==> src/rtl/core/cpvs_pkg.sv <==
package cpvs_pkg;

    localparam int MAX_FRAMES = 1024;
    localparam int PAGE_BYTES = 4096;
    localparam int FRAME_W    = $clog2(MAX_FRAMES);
    localparam int POOL_W     = FRAME_W + 1;
    localparam int LEN_W      = POOL_W;
    localparam int PASS_W     = 4;
    localparam int CLS_W      = 2;
    localparam int ADDR_W     = 32;
    localparam int PAGE_SHIFT = $clog2(PAGE_BYTES);

    localparam logic MODE_UPDATE = 1'b0;
    localparam logic MODE_FIND   = 1'b1;

    localparam logic [CLS_W-1:0] CLS_CLEAN = 2'd0;

    localparam logic CFG_POOL_FRAMES  = 1'b0;
    localparam logic CFG_BASE_ADDRESS = 1'b1;

    typedef struct packed {
        logic eligible;
        logic accessed;
        logic dirty;
    } flags_t;

    typedef enum logic [1:0] {
        ST_CLEAR,
        ST_IDLE,
        ST_SWEEP,
        ST_FINISH
    } state_t;

    typedef struct packed {
        logic               mode;
        logic [FRAME_W-1:0] frame_index;
        flags_t             flags;
        logic [LEN_W-1:0]   sweep_length;
        logic [PASS_W-1:0]  passes;
    } item_t;

    typedef struct packed {
        logic               wr_en;
        logic [FRAME_W-1:0] wr_addr;
        flags_t             wr_data;
        logic               rd_en;
        logic [FRAME_W-1:0] rd_addr;
    } ram_req_t;

    typedef struct packed {
        logic               found;
        logic [FRAME_W-1:0] frame;
        logic [CLS_W-1:0]   cls;
    } result_t;

endpackage

==> src/rtl/core/cpvs_flag_ram.sv <==
module cpvs_flag_ram
    import cpvs_pkg::*;
(
    input  logic     aclk,
    input  ram_req_t req,
    output flags_t   rd_data
);

    flags_t mem [MAX_FRAMES];
    flags_t rd_data_reg;

    // read returns the old contents on a same-address write
    always_ff @(posedge aclk) begin
        if (req.wr_en) begin
            mem[req.wr_addr] <= req.wr_data;
        end
        if (req.rd_en) begin
            rd_data_reg <= mem[req.rd_addr];
        end
    end

    assign rd_data = rd_data_reg;

endmodule

==> src/rtl/core/cpvs_sweep.sv <==
module cpvs_sweep
    import cpvs_pkg::*;
(
    input  logic              aclk,
    input  logic              aresetn,
    input  logic              in_valid,
    output logic              in_ready,
    input  item_t             item,
    input  logic [POOL_W-1:0] pool_frames,
    output ram_req_t          ram_req,
    input  flags_t            ram_rd_data,
    output logic              res_valid,
    input  logic              res_ready,
    output result_t           res
);

    state_t             state_reg, state_next;
    logic [FRAME_W-1:0] hand_reg, hand_next;
    logic [FRAME_W-1:0] clr_cnt_reg, clr_cnt_next;
    logic [POOL_W-1:0]  pool_reg, pool_next;
    logic [POOL_W-1:0]  len_reg, len_next;
    logic [PASS_W-1:0]  last_pass_reg, last_pass_next;
    logic [PASS_W-1:0]  pass_reg, pass_next;
    logic [FRAME_W-1:0] start_reg, start_next;
    logic [FRAME_W-1:0] addr_reg, addr_next;
    logic [POOL_W-1:0]  cnt_reg, cnt_next;
    logic               issue_on_reg, issue_on_next;
    logic               dv_reg, dv_next;
    logic [FRAME_W-1:0] da_reg, da_next;
    logic               dlast_reg, dlast_next;
    logic               dfinal_reg, dfinal_next;
    logic [FRAME_W-1:0] end_hand_reg, end_hand_next;
    logic               fwd_hit_reg, fwd_hit_next;
    flags_t             fwd_data_reg, fwd_data_next;
    logic [3:1]         have_reg, have_next;
    logic [FRAME_W-1:0] pick_reg [1:3];
    logic [FRAME_W-1:0] pick_next [1:3];
    result_t            res_reg, res_next;

    flags_t             flags_cur;
    logic [CLS_W-1:0]   cls;
    logic [POOL_W-1:0]  pool_eff;
    logic [POOL_W-1:0]  cnt_inc;
    logic [FRAME_W-1:0] addr_inc;
    logic               done_early;

    always_ff @(posedge aclk) begin
        if (!aresetn) begin
            state_reg    <= ST_CLEAR;
            hand_reg     <= '0;
            clr_cnt_reg  <= '0;
            issue_on_reg <= 1'b0;
            dv_reg       <= 1'b0;
            fwd_hit_reg  <= 1'b0;
            have_reg     <= '0;
        end else begin
            state_reg    <= state_next;
            hand_reg     <= hand_next;
            clr_cnt_reg  <= clr_cnt_next;
            issue_on_reg <= issue_on_next;
            dv_reg       <= dv_next;
            fwd_hit_reg  <= fwd_hit_next;
            have_reg     <= have_next;
        end
    end

    always_ff @(posedge aclk) begin
        pool_reg      <= pool_next;
        len_reg       <= len_next;
        last_pass_reg <= last_pass_next;
        pass_reg      <= pass_next;
        start_reg     <= start_next;
        addr_reg      <= addr_next;
        cnt_reg       <= cnt_next;
        da_reg        <= da_next;
        dlast_reg     <= dlast_next;
        dfinal_reg    <= dfinal_next;
        end_hand_reg  <= end_hand_next;
        fwd_data_reg  <= fwd_data_next;
        pick_reg      <= pick_next;
        res_reg       <= res_next;
    end

    assign flags_cur = fwd_hit_reg ? fwd_data_reg : ram_rd_data;
    assign cls       = {flags_cur.accessed, flags_cur.dirty};
    assign pool_eff  = (pool_frames > POOL_W'(MAX_FRAMES)) ? POOL_W'(MAX_FRAMES) : pool_frames;
    assign cnt_inc   = cnt_reg + POOL_W'(1);
    assign addr_inc  = ((POOL_W'(addr_reg) + POOL_W'(1)) == pool_reg) ? '0
                                                                      : addr_reg + FRAME_W'(1);

    always_comb begin
        state_next     = state_reg;
        hand_next      = hand_reg;
        clr_cnt_next   = clr_cnt_reg;
        pool_next      = pool_reg;
        len_next       = len_reg;
        last_pass_next = last_pass_reg;
        pass_next      = pass_reg;
        start_next     = start_reg;
        addr_next      = addr_reg;
        cnt_next       = cnt_reg;
        issue_on_next  = issue_on_reg;
        dv_next        = 1'b0;
        da_next        = da_reg;
        dlast_next     = dlast_reg;
        dfinal_next    = dfinal_reg;
        end_hand_next  = end_hand_reg;
        have_next      = have_reg;
        pick_next      = pick_reg;
        res_next       = res_reg;
        ram_req        = '0;
        in_ready       = 1'b0;
        res_valid      = 1'b0;
        done_early     = 1'b0;

        case (state_reg)
            ST_CLEAR: begin
                ram_req.wr_en   = 1'b1;
                ram_req.wr_addr = clr_cnt_reg;
                clr_cnt_next    = clr_cnt_reg + FRAME_W'(1);
                if (clr_cnt_reg == FRAME_W'(MAX_FRAMES - 1)) begin
                    state_next = ST_IDLE;
                end
            end
            ST_IDLE: begin
                in_ready = 1'b1;
                if (in_valid) begin
                    res_next   = '0;
                    state_next = ST_FINISH;
                    if (item.mode == MODE_UPDATE) begin
                        ram_req.wr_en   = 1'b1;
                        ram_req.wr_addr = item.frame_index;
                        ram_req.wr_data = item.flags;
                    end else if (pool_eff != '0 && item.passes != '0) begin
                        pool_next = pool_eff;
                        if (item.sweep_length == '0 || POOL_W'(item.sweep_length) > pool_eff)
                        begin
                            len_next = pool_eff;
                        end else begin
                            len_next = POOL_W'(item.sweep_length);
                        end
                        last_pass_next = item.passes - PASS_W'(1);
                        pass_next      = '0;
                        start_next     = (POOL_W'(hand_reg) < pool_eff) ? hand_reg : '0;
                        addr_next      = start_next;
                        cnt_next       = '0;
                        issue_on_next  = 1'b1;
                        have_next      = '0;
                        state_next     = ST_SWEEP;
                    end
                end
            end
            ST_SWEEP: begin
                // read stage: one frame address per cycle
                if (issue_on_reg) begin
                    ram_req.rd_en   = 1'b1;
                    ram_req.rd_addr = addr_reg;
                    dv_next         = 1'b1;
                    da_next         = addr_reg;
                    dlast_next      = (pass_reg == last_pass_reg);
                    dfinal_next     = (cnt_inc == len_reg) && (pass_reg == last_pass_reg);
                    if (cnt_inc == len_reg) begin
                        cnt_next  = '0;
                        addr_next = start_reg;
                        pass_next = pass_reg + PASS_W'(1);
                        if (pass_reg == last_pass_reg) begin
                            issue_on_next = 1'b0;
                            end_hand_next = addr_inc;
                        end
                    end else begin
                        cnt_next  = cnt_inc;
                        addr_next = addr_inc;
                    end
                end
                // classify stage on the returned flags
                if (dv_reg && flags_cur.eligible) begin
                    if (!dlast_reg && flags_cur.accessed) begin
                        ram_req.wr_en    = 1'b1;
                        ram_req.wr_addr  = da_reg;
                        ram_req.wr_data  = flags_cur;
                        ram_req.wr_data.accessed = 1'b0;
                    end else if (cls == CLS_CLEAN) begin
                        done_early = 1'b1;
                    end else if (!have_reg[cls]) begin
                        have_next[cls] = 1'b1;
                        pick_next[cls] = da_reg;
                    end
                end
                if (done_early) begin
                    res_next.found = 1'b1;
                    res_next.frame = da_reg;
                    res_next.cls   = CLS_CLEAN;
                    hand_next      = da_reg;
                    issue_on_next  = 1'b0;
                    dv_next        = 1'b0;
                    state_next     = ST_FINISH;
                end else if (dv_reg && dfinal_reg) begin
                    hand_next  = end_hand_reg;
                    res_next   = '0;
                    for (int c = 3; c >= 1; c--) begin
                        if (have_next[c]) begin
                            res_next.found = 1'b1;
                            res_next.frame = pick_next[c];
                            res_next.cls   = CLS_W'(c);
                        end
                    end
                    state_next = ST_FINISH;
                end
            end
            ST_FINISH: begin
                res_valid = 1'b1;
                if (res_ready) begin
                    state_next = ST_IDLE;
                end
            end
            default: begin
                state_next = ST_IDLE;
            end
        endcase

        // a write in the cycle of a read to the same frame bypasses the stale read data
        fwd_hit_next  = ram_req.wr_en && ram_req.rd_en && (ram_req.wr_addr == ram_req.rd_addr);
        fwd_data_next = ram_req.wr_data;
    end

    assign res = res_reg;

endmodule

==> src/rtl/core/clock_page_victim_select.sv <==
// Update item: one flag write; m_tvalid follows through ST_FINISH and the output register.
// Find item: the sweep reads the flags of one frame per cycle from the flag memory, over
// passes * sweep length frames, and ends early when a clean frame is found.
// One item at a time; a result waiting in the output register holds the next one in ST_FINISH.
// After reset (aresetn low, synchronous) the flag memory is cleared, all 1024 frames, with
// s_tready low; registers return to pool_frames 1024, base_address 0, hand 0.
module clock_page_victim_select
    import cpvs_pkg::*;
(
    input  logic        aclk,
    input  logic        aresetn,
    input  logic        s_tvalid,
    output logic        s_tready,
    input  logic [31:0] s_tdata,   // frame_index[9:0], eligible[10], accessed[11], dirty[12],
                                   // sweep_length[23:13], passes[27:24], zero[31:28]
    input  logic        s_tuser,   // mode
    output logic        m_tvalid,
    input  logic        m_tready,
    output logic [47:0] m_tdata,   // victim_frame[9:0], victim_address[41:10],
                                   // victim_class[43:42], zero[47:44]
    output logic        m_tuser,   // found
    input  logic        cfg_wr_en,
    input  logic        cfg_index,
    input  logic [31:0] cfg_wdata
);

    logic [POOL_W-1:0]  pool_frames_reg;
    logic [ADDR_W-1:0]  base_address_reg;
    logic               m_tvalid_reg;
    logic               found_reg;
    logic [FRAME_W-1:0] victim_frame_reg;
    logic [ADDR_W-1:0]  victim_address_reg;
    logic [CLS_W-1:0]   victim_class_reg;

    item_t              item;
    ram_req_t           ram_req;
    flags_t             ram_rd_data;
    logic               res_valid;
    logic               res_ready;
    result_t            res;

    assign item.mode           = s_tuser;
    assign item.frame_index    = s_tdata[9:0];
    assign item.flags.eligible = s_tdata[10];
    assign item.flags.accessed = s_tdata[11];
    assign item.flags.dirty    = s_tdata[12];
    assign item.sweep_length   = s_tdata[23:13];
    assign item.passes         = s_tdata[27:24];

    always_ff @(posedge aclk) begin
        if (!aresetn) begin
            pool_frames_reg  <= POOL_W'(MAX_FRAMES);
            base_address_reg <= '0;
        end else if (cfg_wr_en) begin
            case (cfg_index)
                CFG_POOL_FRAMES:  pool_frames_reg  <= cfg_wdata[POOL_W-1:0];
                CFG_BASE_ADDRESS: base_address_reg <= cfg_wdata;
                default:          pool_frames_reg  <= pool_frames_reg;
            endcase
        end
    end

    cpvs_flag_ram u_flag_ram (
        .aclk    (aclk),
        .req     (ram_req),
        .rd_data (ram_rd_data)
    );

    cpvs_sweep u_sweep (
        .aclk        (aclk),
        .aresetn     (aresetn),
        .in_valid    (s_tvalid),
        .in_ready    (s_tready),
        .item        (item),
        .pool_frames (pool_frames_reg),
        .ram_req     (ram_req),
        .ram_rd_data (ram_rd_data),
        .res_valid   (res_valid),
        .res_ready   (res_ready),
        .res         (res)
    );

    assign res_ready = !m_tvalid_reg || m_tready;

    always_ff @(posedge aclk) begin
        if (!aresetn) begin
            m_tvalid_reg <= 1'b0;
        end else if (res_ready) begin
            m_tvalid_reg <= res_valid;
        end
    end

    always_ff @(posedge aclk) begin
        if (res_valid && res_ready) begin
            found_reg          <= res.found;
            victim_frame_reg   <= res.frame;
            victim_class_reg   <= res.cls;
            victim_address_reg <= res.found
                ? base_address_reg + (ADDR_W'(res.frame) << PAGE_SHIFT)
                : '0;
        end
    end

    assign m_tvalid = m_tvalid_reg;
    assign m_tuser  = found_reg;
    assign m_tdata  = {4'b0, victim_class_reg, victim_address_reg, victim_frame_reg};

endmodule
==> config.mk <==
export PLATFORM = sky130hd
export DESIGN_NAME = clock_page_victim_select
export DESIGN_NICKNAME = d
export VERILOG_FILES = /design/src/rtl/core/cpvs_pkg.sv /design/src/rtl/core/cpvs_flag_ram.sv /design/src/rtl/core/cpvs_sweep.sv /design/src/rtl/core/clock_page_victim_select.sv
export SDC_FILE = /design/constraint.sdc
export NUM_CORES = 2
export LEC_CHECK = 0
export ABC_CLOCK_PERIOD_IN_PS = 36400
export BUFFER_PORTS_ARGS = -buffer_cell sky130_fd_sc_hd__buf_2
export CAP_MARGIN = 20
export CORE_ASPECT_RATIO = 0.75
export CORE_MARGIN = 10
export CORE_UTILIZATION = 41
export DETAILED_ROUTE_END_ITERATION = 8
export SYNTH_ARGS = -nofsm -noshare
export SYNTH_HDL_FRONTEND = slang
export SYNTH_HIERARCHICAL = 1
export SYNTH_SLANG_ARGS = --single-unit
==> constraint.sdc <==
create_clock -name aclk -period 36.4 [get_ports aclk]
set_input_delay 3.64 -clock aclk [delete_from_list [all_inputs] [get_ports aclk]]
set_output_delay 3.64 -clock aclk [all_outputs]
set_load 0.01 [all_outputs]
==> results.toml <==
[outcome]
status = "complete, no violations"

[global_routing]
grt.overflow.total = 0
grt_pass1_vias = 73170
grt_usage_pct = 20.66
grt_pass1_wl_um = 542100
antenna_found_initial = 35
grt_max_degree = 238

[synth]
synth-async-reset-ratio_pct = 0
syn_area_um2 = 136300
synthMuxAreaShare_pct = 13.96
avgSynthCellArea_um2 = 17.72
synth_xor_xnor_area_share_pct = 0.4571
synth_ff_type = "edfxtp_1"
seq_area_frac_synth_pct = 72.60
synth_fa_ha_area_share_pct = 0.3726
synth_top_family_by_area = "multiplexers"
synth.distinct_cells = 117
yosys.area_share.simple_pct = 5.933
synth-compound-area-share_pct = 4.009
synth_edf_count = 3246
ys_seq_elements = 3321
synth_cells = 7695
ys_warn_count = 6

[setup_path]
start_kind = "primary input"
path_common_cell = "buf_4"
end_kind = "flop"
path_cells = "buf_2 > nand2_1 > nor2_1 > and3_4 > buf_4 > buf_4 > buf_4 > buf_4"
cp_max_fo = 96
cp_num_buf_inv = 5
path_depth = 8
crit_path_max_incr_delay_ns = 0.95
cp_top_family = "buffers and inverters"
worstPathArrival_ns = 9.29
crit_slowest_cell = "and3_4"
required_ns = 36.93
worst-r2r-cell-count = 15
crit_type = "in2reg"

[sta]
worst_slew_pin_slew_ns = 1.269
setup_viol = 0
skew_ns = 0.02803
slew_headroom_pct = 15.41
max_freq_mhz = 114.2
finalCriticalPeriod_ns = 8.754
post-route-period-util_pct = 24.05
finalSetupTns_ns = 0
grt_setup_unrepaired = "no"
hold_ws_ns = 0.4187
hold_viol_final = 0
drv_slew = 0

[route]
drc = 0
ant_nets = 0
via_per_inst = 5.977
finalWirelength_um = 379600
dr.pass1.iters = 6
drt-initial-drc-count = 11049
routedWlPerCell_um = 30.38
via_count = 74685

[floorplanning]
start_util_pct = 41.15
row_count = 183
pin_count = 122
die_y_um = 519.4
core_um2 = 331300
dieWidth_um = 685.8
die-area_um2 = 356200

[finish]
final.fill_count = 28071
regArea_um2 = 98970
drive_above_1_share_pct = 19.86
largest_register_ffs = 3072
nNetsFinal = 7912
area_growth_pct = 11.15
multi_input_area_um2 = 34270
final_util_pct = 45.74

[cts]
clk_pin_slew_ns = 0.06
clockBufferDepth = 4
clock-root-buffer = "clkbuf_16"
hold_buffers = 0
clk_latency_ns = 0.90
clock_sinks = 3321
cts_made_buffers = 312
tritoncts = "done"
ctsResizeCount = 0
post_cts_buffers = 0
cts_max_level = 5

[placed_design]
dp_hpwl_um = 225600
port_buffers = 113
gp_congestion = 0.8264

[power_and_ir_drop]
p_per_area_nw_per_um2 = 49.21
ir_drop_v = 0.00003530
p_leak_nw = 38.08

[min_path]
hold_depth = 0
min_path_type = "reg2reg"

[job]
maxCapViolations = 0
[routing by layer]
layer | share of wire, % | global-route usage, %
met5 | 0.017 | 0
met4 | 2.8 | 5.442
met3 | 11 | 5.048
met2 | 44 | 30.35
met1 | 42 | 30.83
[area by class of cell]
type / instances / share of cell area (%)
Multi-Input combinational cell: 3784 / 22.61
Inverter: 43 / 0.1164
Timing Repair Buffer: 339 / 1.675
Tap cell: 4440 / 3.666
Clock inverter: 185 / 1.145
Clock buffer: 373 / 5.450
Sequential cell: 3321 / 65.32
Antenna cell: 10 / 0.01651
[cells by family after synthesis]
family | count (synthesis)
AO/OA/AOI/OAI | 758
XOR/XNOR | 65
adder cells (fa/ha/maj) | 40
buffers and inverters | 593
flip-flops | 3321
multiplexers | 1056
other | 1
AND/OR/NAND/NOR | 1861
[cell usage after synthesis, types with 12 or more instances]
cell type  instances  area share [%]
edfxtp_1        3246              71
nor2_1          1141             3.1
mux4_2           635              10
mux2i_1          334             2.5
nand2_1          290            0.80
clkbuf_1         284            0.78
a21oi_1          117            0.43
o221ai_1         100            0.64
o22ai_1           86            0.39
o21ai_0           83            0.30
nand3_1           81            0.30
dfxtp_1           75             1.1
nor3_1            68            0.25
buf_2             64            0.23
a22oi_1           63            0.35
mux2_2            56            0.46
and2_1            53            0.24
buf_1             51            0.14
buf_6             51            0.42
a21boi_0          46            0.25
inv_1             42            0.12
xnor2_1           40            0.26
ha_1              39            0.36
a211oi_1          36            0.20
buf_4             33            0.18
buf_8             32            0.35
nor2b_1           31            0.14
a221oi_1          28            0.18
mux4_1            27            0.52
nor4_1            27            0.12
nand4_1           26            0.12
and3_1            25            0.11
buf_12            25            0.37
a22o_1            22            0.14
xor2_1            21            0.13
nand2b_1          20           0.092
a21o_1            18           0.099
nor3b_1           17           0.094
a2111oi_0         13           0.084
or3_1             13           0.060
o211a_1           12           0.088
o21a_1            12           0.066
o21ai_1           12           0.044
[where the power goes]
part           leakage (nW)  internal, mW  switching (mW)
Clock                  4.91          1.84            1.42
Combinational          9.32        0.0161          0.0436
Sequential             23.9          4.13         0.00315
Total                  38.1          5.99            1.47
[worst paths after layout]
kind,slack (ns),start,endpoint
setup / recovery,27.65,s_tvalid,u_flag_ram/mem[421][1]
hold / removal,0.42,u_sweep/res[0],victim_class_reg[0]
setup reg to reg,28.72,u_sweep/issue_on_reg,u_flag_ram/rd_data[0]
hold reg to reg,0.42,u_sweep/res[0],victim_class_reg[0]
[metrics by stage]
step	worst slack (ns)	instances	area [µm²]	total power, mW
5_1_grt	27.37	12486	151500	7.657
4_1_cts	27.88	12478	151400	7.502
2_1_floorplan	1.876	7698	136300	4.244
6_report	27.65	12495	151500	7.456
3_5_place_dp	26.90	11920	141400	4.277
3_3_place_gp	27.25	11912	141200	4.277
[cells in the final DEF (no fill, tap or decap), types with 51 or more instances in the layout]
master	instances
a21oi_1	117
a22oi_1	63
and2_1	51
buf_2	114
buf_4	205
clkbuf_16	322
clkinv_1	68
clkinv_2	59
dfxtp_1	75
edfxtp_1	3246
mux2_2	56
mux2i_1	334
mux4_2	635
nand2_1	282
nand3_1	57
nor2_1	1136
nor3_1	63
o21ai_0	83
o221ai_1	100
o22ai_1	86
Power figures use the tool's default switching activity.
